$ cat src/sv/uct_pkg.sv
// Shared types and codes for the update candidate table.
package uct_pkg;

  // Default table depth
  localparam int ENTRIES_DEF = 8;

  // Field widths
  localparam int OP_W   = 2;
  localparam int KEY_W  = 16;
  localparam int WORD_W = 32;
  localparam int ST_W   = 2;
  localparam int SLOT_W = 3;

  // Operation codes
  localparam logic [OP_W-1:0] OP_REGISTER = 2'd0;
  localparam logic [OP_W-1:0] OP_CLEAR    = 2'd1;
  localparam logic [OP_W-1:0] OP_QUERY    = 2'd2;

  // Status codes
  localparam logic [ST_W-1:0] ST_OK            = 2'd0;
  localparam logic [ST_W-1:0] ST_NOT_AVAILABLE = 2'd1;
  localparam logic [ST_W-1:0] ST_FULL          = 2'd2;

  // One stored candidate
  typedef struct packed {
    logic [KEY_W-1:0]  vendor;
    logic [KEY_W-1:0]  product;
    logic [WORD_W-1:0] version;
    logic [WORD_W-1:0] min_app;
    logic [WORD_W-1:0] max_app;
    logic [WORD_W-1:0] size;
  } entry_t;

  // Sequencer to table control
  typedef struct packed {
    logic wr_en;
    logic clr_all;
  } tbl_ctl_t;

endpackage

$ cat src/sv/update_candidate_table.sv
// Top level of the firmware update candidate table.
//
//   channel  | ports                          | handshake
//   ---------+--------------------------------+------------------------------
//   input    | in_opcode .. in_max_applicable | accepted when start && !busy
//   result   | out_status .. out_offered_size | out_valid strobe, one cycle
//
// Register and query walk the table one entry per cycle through one shared
// compare unit behind a registered memory read; a scan stops early when the
// key is found. Clear and unused opcodes answer from idle without a scan.
// Synchronous active-low reset drops every valid mark at once; no clearing
// pass is needed. The receiver cannot stall: each result is shown for
// exactly one cycle.
module update_candidate_table import uct_pkg::*; #(
  parameter int ENTRIES = ENTRIES_DEF
) (
  input  logic              clk,
  input  logic              rst_n,
  input  logic              start,
  output logic              busy,
  input  logic [OP_W-1:0]   in_opcode,
  input  logic [KEY_W-1:0]  in_vendor_key,
  input  logic [KEY_W-1:0]  in_product_key,
  input  logic [WORD_W-1:0] in_version_in,
  input  logic [WORD_W-1:0] in_image_size_in,
  input  logic [WORD_W-1:0] in_min_applicable_in,
  input  logic [WORD_W-1:0] in_max_applicable_in,
  output logic              out_valid,
  output logic [ST_W-1:0]   out_status,
  output logic [SLOT_W-1:0] out_slot_index,
  output logic [WORD_W-1:0] out_offered_version,
  output logic [WORD_W-1:0] out_offered_size
);

  localparam int IW = $clog2(ENTRIES);

  tbl_ctl_t      ctl;
  logic [IW-1:0] rd_addr;
  logic [IW-1:0] wr_addr;
  entry_t        wr_data;
  entry_t        rd_data;
  logic          rd_vld;

  // Scan sequencer
  uct_seq #(
    .ENTRIES (ENTRIES),
    .IW      (IW)
  ) u_seq (
    .clk                  (clk),
    .rst_n                (rst_n),
    .start                (start),
    .busy                 (busy),
    .in_opcode            (in_opcode),
    .in_vendor_key        (in_vendor_key),
    .in_product_key       (in_product_key),
    .in_version_in        (in_version_in),
    .in_image_size_in     (in_image_size_in),
    .in_min_applicable_in (in_min_applicable_in),
    .in_max_applicable_in (in_max_applicable_in),
    .out_valid            (out_valid),
    .out_status           (out_status),
    .out_slot_index       (out_slot_index),
    .out_offered_version  (out_offered_version),
    .out_offered_size     (out_offered_size),
    .ctl                  (ctl),
    .rd_addr              (rd_addr),
    .wr_addr              (wr_addr),
    .wr_data              (wr_data),
    .rd_data              (rd_data),
    .rd_vld               (rd_vld)
  );

  // Candidate storage
  uct_store #(
    .ENTRIES (ENTRIES),
    .IW      (IW)
  ) u_store (
    .clk     (clk),
    .rst_n   (rst_n),
    .ctl     (ctl),
    .rd_addr (rd_addr),
    .wr_addr (wr_addr),
    .wr_data (wr_data),
    .rd_data (rd_data),
    .rd_vld  (rd_vld)
  );

endmodule

$ cat src/sv/uct_store.sv
// Candidate storage: entry memory with registered read, valid bits in flops.
module uct_store import uct_pkg::*; #(
  parameter int ENTRIES = ENTRIES_DEF,
  parameter int IW      = $clog2(ENTRIES)
) (
  input  logic          clk,
  input  logic          rst_n,
  input  tbl_ctl_t      ctl,
  input  logic [IW-1:0] rd_addr,
  input  logic [IW-1:0] wr_addr,
  input  entry_t        wr_data,
  output entry_t        rd_data,
  output logic          rd_vld
);

  entry_t            mem [ENTRIES];
  logic [ENTRIES-1:0] valid_r;

  // Entry memory: one write port, one registered read port
  always_ff @(posedge clk) begin
    if (ctl.wr_en) begin
      mem[wr_addr] <= wr_data;
    end
    rd_data <= mem[rd_addr];
  end

  // Valid marks: cleared at once on reset or clear-all
  always_ff @(posedge clk) begin
    if (!rst_n || ctl.clr_all) begin
      valid_r <= '0;
      rd_vld  <= 1'b0;
    end else begin
      if (ctl.wr_en) begin
        valid_r[wr_addr] <= 1'b1;
      end
      rd_vld <= valid_r[rd_addr];
    end
  end

endmodule

$ cat src/sv/uct_seq.sv
// Scan sequencer: walks the table one entry a cycle through a shared key/version compare.
module uct_seq import uct_pkg::*; #(
  parameter int ENTRIES = ENTRIES_DEF,
  parameter int IW      = $clog2(ENTRIES)
) (
  input  logic              clk,
  input  logic              rst_n,
  input  logic              start,
  output logic              busy,
  input  logic [OP_W-1:0]   in_opcode,
  input  logic [KEY_W-1:0]  in_vendor_key,
  input  logic [KEY_W-1:0]  in_product_key,
  input  logic [WORD_W-1:0] in_version_in,
  input  logic [WORD_W-1:0] in_image_size_in,
  input  logic [WORD_W-1:0] in_min_applicable_in,
  input  logic [WORD_W-1:0] in_max_applicable_in,
  output logic              out_valid,
  output logic [ST_W-1:0]   out_status,
  output logic [SLOT_W-1:0] out_slot_index,
  output logic [WORD_W-1:0] out_offered_version,
  output logic [WORD_W-1:0] out_offered_size,
  output tbl_ctl_t          ctl,
  output logic [IW-1:0]     rd_addr,
  output logic [IW-1:0]     wr_addr,
  output entry_t            wr_data,
  input  entry_t            rd_data,
  input  logic              rd_vld
);

  localparam logic S_IDLE = 1'b0;
  localparam logic S_SCAN = 1'b1;
  localparam logic [IW-1:0] LAST = IW'(ENTRIES - 1);

  logic              state_r, state_nxt;
  logic [IW-1:0]     idx_r, idx_nxt;
  logic [IW-1:0]     eval_idx_r, eval_idx_nxt;
  logic              eval_vld_r, eval_vld_nxt;
  logic              have_empty_r, have_empty_nxt;
  logic [IW-1:0]     empty_idx_r, empty_idx_nxt;
  logic [OP_W-1:0]   op_r, op_nxt;
  entry_t            item_r, item_nxt;
  logic              out_valid_r, out_valid_nxt;
  logic [ST_W-1:0]   status_r, status_nxt;
  logic [SLOT_W-1:0] slot_r, slot_nxt;
  logic [WORD_W-1:0] over_r, over_nxt;
  logic [WORD_W-1:0] osize_r, osize_nxt;
  logic              key_hit;
  logic              applies;

  // Shared compare unit on the entry read last cycle
  assign key_hit = rd_vld && (rd_data.vendor == item_r.vendor)
                   && (rd_data.product == item_r.product);
  assign applies = (rd_data.version > item_r.version)
                   && (rd_data.max_app >= item_r.version)
                   && (rd_data.min_app <= item_r.version);

  assign busy      = (state_r == S_SCAN);
  assign rd_addr   = idx_r;
  assign wr_data   = item_r;
  assign out_valid = out_valid_r;
  assign out_status          = status_r;
  assign out_slot_index      = slot_r;
  assign out_offered_version = over_r;
  assign out_offered_size    = osize_r;

  // Next-state logic
  always_comb begin
    state_nxt      = state_r;
    idx_nxt        = idx_r;
    eval_idx_nxt   = eval_idx_r;
    eval_vld_nxt   = eval_vld_r;
    have_empty_nxt = have_empty_r;
    empty_idx_nxt  = empty_idx_r;
    op_nxt         = op_r;
    item_nxt       = item_r;
    out_valid_nxt  = 1'b0;
    status_nxt     = status_r;
    slot_nxt       = slot_r;
    over_nxt       = over_r;
    osize_nxt      = osize_r;
    ctl            = '0;
    wr_addr        = eval_idx_r;

    case (state_r)
      S_IDLE: begin
        if (start) begin
          op_nxt          = in_opcode;
          item_nxt.vendor  = in_vendor_key;
          item_nxt.product = in_product_key;
          item_nxt.version = in_version_in;
          item_nxt.min_app = in_min_applicable_in;
          item_nxt.max_app = in_max_applicable_in;
          item_nxt.size    = in_image_size_in;
          idx_nxt          = '0;
          eval_vld_nxt     = 1'b0;
          have_empty_nxt   = 1'b0;
          status_nxt       = ST_OK;
          slot_nxt         = '0;
          over_nxt         = '0;
          osize_nxt        = '0;
          case (in_opcode)
            OP_REGISTER, OP_QUERY: begin
              state_nxt = S_SCAN;
            end
            OP_CLEAR: begin
              ctl.clr_all   = 1'b1;
              out_valid_nxt = 1'b1;
            end
            default: begin
              out_valid_nxt = 1'b1;
            end
          endcase
        end
      end
      S_SCAN: begin
        // Issue the next read while the previous entry is compared
        eval_vld_nxt = 1'b1;
        eval_idx_nxt = idx_r;
        if (idx_r != LAST) begin
          idx_nxt = idx_r + 1'b1;
        end
        if (eval_vld_r) begin
          if (key_hit) begin
            state_nxt     = S_IDLE;
            out_valid_nxt = 1'b1;
            if (op_r == OP_REGISTER) begin
              ctl.wr_en = 1'b1;
              slot_nxt  = SLOT_W'(eval_idx_r);
            end else if (applies) begin
              slot_nxt  = SLOT_W'(eval_idx_r);
              over_nxt  = rd_data.version;
              osize_nxt = rd_data.size;
            end else begin
              status_nxt = ST_NOT_AVAILABLE;
            end
          end else if (eval_idx_r == LAST) begin
            state_nxt     = S_IDLE;
            out_valid_nxt = 1'b1;
            if (op_r == OP_REGISTER) begin
              if (have_empty_r) begin
                ctl.wr_en = 1'b1;
                wr_addr   = empty_idx_r;
                slot_nxt  = SLOT_W'(empty_idx_r);
              end else if (!rd_vld) begin
                ctl.wr_en = 1'b1;
                slot_nxt  = SLOT_W'(eval_idx_r);
              end else begin
                status_nxt = ST_FULL;
              end
            end else begin
              status_nxt = ST_NOT_AVAILABLE;
            end
          end else if (!rd_vld && !have_empty_r) begin
            // Remember the lowest free slot
            have_empty_nxt = 1'b1;
            empty_idx_nxt  = eval_idx_r;
          end
        end
      end
      default: begin
        state_nxt = S_IDLE;
      end
    endcase
  end

  // Control registers
  always_ff @(posedge clk) begin
    if (!rst_n) begin
      state_r     <= S_IDLE;
      out_valid_r <= 1'b0;
      eval_vld_r  <= 1'b0;
      have_empty_r <= 1'b0;
    end else begin
      state_r     <= state_nxt;
      out_valid_r <= out_valid_nxt;
      eval_vld_r  <= eval_vld_nxt;
      have_empty_r <= have_empty_nxt;
    end
  end

  // Payload registers
  always_ff @(posedge clk) begin
    idx_r       <= idx_nxt;
    eval_idx_r  <= eval_idx_nxt;
    empty_idx_r <= empty_idx_nxt;
    op_r        <= op_nxt;
    item_r      <= item_nxt;
    status_r    <= status_nxt;
    slot_r      <= slot_nxt;
    over_r      <= over_nxt;
    osize_r     <= osize_nxt;
  end

endmodule

$ cat config.mk
export PLATFORM = sky130hd
export DESIGN_NAME = update_candidate_table
export DESIGN_NICKNAME = d
export VERILOG_FILES = /design/src/sv/uct_pkg.sv /design/src/sv/update_candidate_table.sv /design/src/sv/uct_store.sv /design/src/sv/uct_seq.sv
export SDC_FILE = /design/constraint.sdc
export NUM_CORES = 2
export LEC_CHECK = 0
export BUFFER_PORTS_ARGS = -buffer_cell sky130_fd_sc_hd__buf_4
export CAP_MARGIN = 20
export CORE_UTILIZATION = 45
export CTS_CLUSTER_SIZE = 24
export DETAILED_ROUTE_END_ITERATION = 8
export GPL_TIMING_DRIVEN = 0
export PLACE_DENSITY_LB_ADDON = 0.08
export SETUP_SLACK_MARGIN = 0.02
export SLEW_MARGIN = 20
export SYNTH_ARGS = -nofsm -noshare
export SYNTH_HDL_FRONTEND = slang
export SYNTH_SLANG_ARGS = --single-unit
$ cat constraint.sdc
create_clock -name clk -period 22.7 [get_ports clk]
set_clock_uncertainty 0.1 [all_clocks]
set_input_delay 2.27 -clock clk [delete_from_list [all_inputs] [get_ports clk]]
set_output_delay 2.27 -clock clk [all_outputs]
set_load 0.03 [all_outputs]
## Word level (Yosys, flattened, before mapping)

Memories as Yosys holds them, arrays and structs flattened. A register that Yosys moved wholly into a read port is not among the register bits.
Index checks and enable logic that the tools add are counted.

| cells by class | value |
|---|---|
| add/subtract/negate cells | 1 |
| $lt $le $gt $ge | 6 |
| equal/unequal tests | 23 |
| mux-type cells | 75 |
| bitwise gates (word level) | 4 |
| reduce and logical (&&, ||, !) cells | 20 |

Operators with widths:

| kind | number |
|---|---|
| 32-bit two-way mux | 9 |
| 32-bit one-hot mux with 2 select lines | 2 |
| 3-bit two-way mux | 16 |
| 16-bit equality test | 2 |
| 32-bit greater-or-equal comparator | 1 |
| 32-bit > comparator | 1 |
| 32-bit less-or-equal comparator | 1 |
| 1-bit two-way mux | 30 |
| 3-bit != test, second input constant | 7 |
| 2-bit two-way mux | 9 |
| 2-bit != test, second input constant | 9 |
| 5-bit AND reduction | 3 |
| 3-bit one-hot mux with 2 select lines | 2 |
| 3-bit by 4-bit < comparator with 1-bit output, second input constant | 2 |
| 8-bit bitwise OR | 1 |
| 1-bit one-hot mux with 2 select lines | 4 |
| 7-bit AND reduction | 1 |
| 1-bit logical AND | 6 |
| 6-bit AND reduction | 1 |
| 2-bit logical NOT | 2 |
| 4-bit != test, second input constant | 1 |
| 2-bit one-hot mux with 2 select lines | 1 |
| 2-bit AND reduction | 2 |
| 3-bit by 1-bit adder with 3-bit output, second input constant | 1 |
| 11 further kinds | 15 |

| word-level totals | value |
|---|---|
| bits in registers | 253 |
| bits in writable memories | 1280 |
| input bits | 165 |
| output and inout bits | 71 |
| logic and storage cells | 150 |
| memories | 1 |

Memories:

| memory | depth | bits a word | rd ports | clocked after Yosys merged registers in | write ports | line | RTL |
|---|---|---|---|---|---|---|---|
| u_store.mem | 8 | 160 | 1 | 1 | 1 | uct_store.sv:16 | `entry_t mem [ENTRIES];` |

## Longest topological paths before layout

| logic depth | value |
|---|---|
| depth in word-level cells | 11 |
| mapped depth | 9 |
| mapped depth without buffers | 9 |

## Modules after synthesis

Synthesis repeated with hierarchy kept, for this count alone.

| second synthesis, totals | value |
|---|---|
| cells, all modules | 2752 |
| area total of the unflattened synthesis | 62341.0 um^2 |

Modules (own cells, without submodules):

| module | instances | cells an instance | area each (um^2) | seq. area each (um^2) |
|---|---|---|---|---|
| uct_store | 1 | 2052 | 51657.0 | 41820.1 |
| uct_seq | 1 | 700 | 10684.0 | 7287.0 |

## Least setup slack after synthesis

OpenSTA, ideal clock, no wires.

| timing path | value |
|---|---|
| path type | register to register |
| from | register u_seq.item_r (netlist bit u_seq.wr_data[139]) |
| to | memory u_store.mem[0][0] in the netlist's numbering, enable pin |
| setup time | 0.875 ns |
| arrival time | 12.672 ns |
| data required time | 21.725 ns |
| path slack | 9.053 ns |
| cell stages (with the launch flop) | 8 |
| buffers on the path | 0 |
| period minus slack after synthesis | 13.647 ns |
| path through | edfxtp_1 > xor2_1 > nor4_1 > nand4_1 > or4_4 > mux2i_1 > nand2_1 > nor3_1 |

| between the ends | value |
|---|---|
| cells in the longest elaborated chain, start to end | 7 |
| elaborated cells on any way between the ends | 10 |
| classes of those cells | eq/ne (1); mux (8); reduce/logical (1) |

Ends and longest elaborated chain:

| element | line | RTL |
|---|---|---|
| start, declared | uct_seq.sv:41 | `entry_t item_r, item_nxt;` |
| start signal, assigned | uct_seq.sv:187 | `item_r <= item_nxt;` |
| 16-bit equality test (*) | uct_seq.sv:52 | `&& (rd_data.product == item_r.product);` |
| 1-bit logical AND (*) | uct_seq.sv:52 |  |
| 1-bit two-way mux | uct_seq.sv:123 | `if (key_hit) begin` |
| 1-bit two-way mux | uct_seq.sv:122 | `if (eval_vld_r) begin` |
| 1-bit two-way mux | uct_seq.sv:84 | `case (state_r)` |
| 1-bit two-way mux | uct_store.sv:21 | `if (ctl.wr_en) begin` |
| 1-bit two-way mux (not written as such) | uct_store.sv:22 | `mem[wr_addr] <= wr_data;` |
| end, declared | uct_store.sv:16 |  |

Every way passes the cells marked *; elsewhere a longest branch is shown, timed or not.

## Final worst setup path

| timing path | value |
|---|---|
| from | register u_seq.item_r (netlist bit u_seq.wr_data[139]) |
| to | memory u_store.mem[0][57] in the netlist's numbering, enable pin |

The elaborated chain is that of the path after synthesis.

==> flow_summary_export.csv <==
group,metric,value,unit
yosys,syn-instance-count,2755,
yosys,avgSynthCellArea,22.6,µm²
sta,setup_viol,0,
worst_setup_path,cpMostUsedCell,"buf_4",
clocking,postCtsSetupBuffers,0,
run_status,outcome,"completed",
global_route,grt_max_degree,65,
routing,via_per_inst,5.46,
final_layout,drive_gt1_share,33.6,%
run,drv_cap,0,
worst_setup_path,path_delay_family,"simple AND/OR/NAND/NOR gates",
yosys,synth_seq_cells,1693,
worst_setup_path,r2r-start,"u_seq.wr_data[139]$_DFFE_PP_",
sta,hold_viol_final,0,
yosys,synth.cell_area,0.0621,mm²
final_layout,fin_cells,5264,
sta,clock.fmax,0.189,GHz
final_layout,fill_cells,10400,
routing,antenna_left,0,
placed_design,dp_cells,4934,
worst_hold_path,min-delay-start,"u_store.valid_r[3]$_SDFFE_PP0P_",
floorplan,row_count,135,
yosys,ys_top_cells_by_area,"edfxtp_1, mux4_2, dfxtp_1",
worst_setup_path,crit_start,"u_seq.wr_data[139]$_DFFE_PP_",
worst_setup_path,path_cells,"xor2_1 -> nor4_1 -> nand4_1 -> or4_4 -> mux2i_1 -> nand2_1 -> nor3_2 -> buf_4 -> buf_6 -> buf_4 -> buf_4 -> buf_4 -> buf_6 -> buf_4 -> buf_6",
floorplan,fp.dieH,374,µm
worst_setup_path,crit_fanout,9,
clocking,postCtsHoldBufs,0,
routing,wl_per_cell,27.7,µm
final_layout,final_cell_area,0.0738,mm²
sta,slew_headroom,30.7,%
yosys,synthFlopType,"edfxtp_1",
routing,route.detailed.drc,0,
worst_setup_path,critPathLaunchType,"register",
worst_setup_path,critPathRequiredTime,23110,ps
clocking,cts_resized,0,
clocking,cts-root-buf,"clkbuf_16",
yosys,synth-edff-count,1520,
worst_setup_path,cp.arrival,5690,ps
yosys,synth_fp_nets,3018,
routing,routed_wirelength,146,mm
floorplan,die_w,374,µm
final_layout,layout.nets,3593,
clocking,insertion_delay,810,ps
final_layout,multiInputGateArea,0.0125,mm²
routing,drtPass1Iterations,7,
pwr,p_per_area,91.7,mW/mm²
worst_hold_path,hold_path_class,"register to register",
global_route,grt_pass1_wl,211,mm
sta,fin_hold_ws,366,ps
final_layout,final-seq-area,0.0491,mm²
final_layout,final_cell_mix,"edfxtp_1, mux4_2, buf_4",
yosys,synth.top_cell.area_share,73.4,%
placed_design,gp_congestion,0.762,
global_route,overflow,0,
worst_setup_path,crit_slowest_cell,"nor3_2",
worst_setup_path,cpPeakStageDelay,710,ps
sta,drv_slew,0,
sta,worst_pin_slew,1040,ps
yosys,ys_types,47,
placed_design,hpwl,97.8,mm
placed_design,io_buffer_count,235,
clocking,clk_pin_slew_worst_paths,60,ps
yosys,synth_seq_area_share,79.0,%
worst_setup_path,end_kind,"register",
sta,period_minus_slack,5280,ps
yosys,synth_largest_area_cell,"edfxtp_1",
floorplan,io_pins,236,
yosys,synth-async-reset-ratio,0,%
sta,tns,0,ps
yosys,ys_warn_count,0,
pwr,p_leak,24.8,nW
sta,rsz0062_at_grt,"false",
routing,drt_iter0_markers,2475,
pwr,ir_worst_vdd,57.2,µV
floorplan,initial_core_util,45.6,%
clocking,cts_tree,"yes",
clocking,clock_path_buffers,3,
sta,finalCritPeriodShare,23.3,%
placed_design,place_area,0.0683,mm²
clocking,cts_made_buffers,174,
global_route,grtUsageTotal,21.1,%
worst_setup_path,critical_path_class,"register to register",
floorplan,core,0.136,mm²
final_layout,area_growth,18.8,%
final_layout,final_common_cell,"edfxtp_1",
floorplan,die_area,0.140,mm²
routing,vias,28800,
clocking,cts_sinks,1693,
global_route,grt_pass1_vias,30300,
global_route,antenna_found_initial,10,
worst_setup_path,path_buf_inv,8,
clocking,htreeDepth,4,
registers in the layout, indices dropped and copies added (netlist names), 2 cells and up:
| register | flops |
|---|---|
| u_seq.out_offered_version | 32 |
| u_seq.out_offered_size | 32 |
| u_store.rd_data | 160 |
| u_seq.op_r | 2 |
| u_seq.eval_idx_r | 3 |
| u_seq.wr_data | 160 |
| u_seq.out_status | 2 |
| u_seq.rd_addr | 3 |
| u_store.valid_r | 8 |
| u_seq.empty_idx_r | 3 |
| u_seq.out_slot_index | 3 |
| u_store.mem | 1280 |
report_power, final:
part	switching, mW	total, mW	internal [mW]	leakage, nW
clock	1.17	2.77	1.60	2.70
combinational	0.245	0.458	0.213	6.83
sequential	0.0683	3.54	3.48	15.3
layer usage:
metal	vias up	track usage, %	wire, µm
met5	-	0	0
met4	0	4.91	2370
met3	170	3.56	7620
met2	782	34.9	72600
met1	15300	29.5	63400
li1	12600	-	-
Yosys cell counts (all sizes together) (2+ instances only):
cell type  number
edfxtp       1520
mux4          322
dfxtp         173
mux2          161
ha             98
and2           68
clkbuf         62
inv            38
a21oi          37
buf            37
nand2          29
xor2           27
nor2           21
nand4          17
a21o           15
nor3           15
nand3          13
o21ai          13
nor4           12
and4           10
o21a            9
nor2b           8
a31oi           6
o211ai          6
a221oi          5
mux2i           5
xnor2           5
a211oi          3
o41ai           3
a21boi          2
a221o           2
and3            2
nor4b           2
o41a            2
path summary, 6_finish.rpt:
check	endpoint	slack, ps	cells after the start
hold / removal	u_store.valid_r[3]$_SDFFE_PP0P_	370	1
setup / recovery	u_store.mem[0][57]$_DFFE_PP_	17420	15
setup reg to reg	u_store.mem[0][57]$_DFFE_PP_	17420	15
hold reg to reg	u_store.valid_r[3]$_SDFFE_PP0P_	370	1
cells by family (layout without fill, tap and decap cells):
group	count (synthesis)	after routing	synth area share [%]
flops	1693	1693	79.0
mux	488	488	14.7
simple gates	200	200	1.84
buf+inv	138	864	0.902
compound gates	106	106	1.14
fa+ha+maj	98	98	1.97
xor+xnor	32	32	0.451
other cells	0	2	0
cell type report:
cell class	count	area share, %
Antenna cell	2	0.00678
Multi-Input combinational cell	924	17.0
Inverter	39	0.208
Sequential cell	1693	66.5
Clock inverter	72	0.901
Buffer	99	0.568
Tap cell	1781	3.02
Clock buffer	255	6.62
Timing Repair Buffer	399	5.20
stage by stage:
stage / setup WS, ps / utilization, % / total power, mW
after floorplan: 9050 / - / 3.88
after global placement: -5940 / 48.5 / 4.07
after detailed placement: 17470 / 50.1 / 4.07
after CTS: 17430 / 54.2 / 6.84
after global routing: 17220 / 54.2 / 6.99
final: 17420 / 54.2 / 6.77
(Power assumes the default switching activity.)
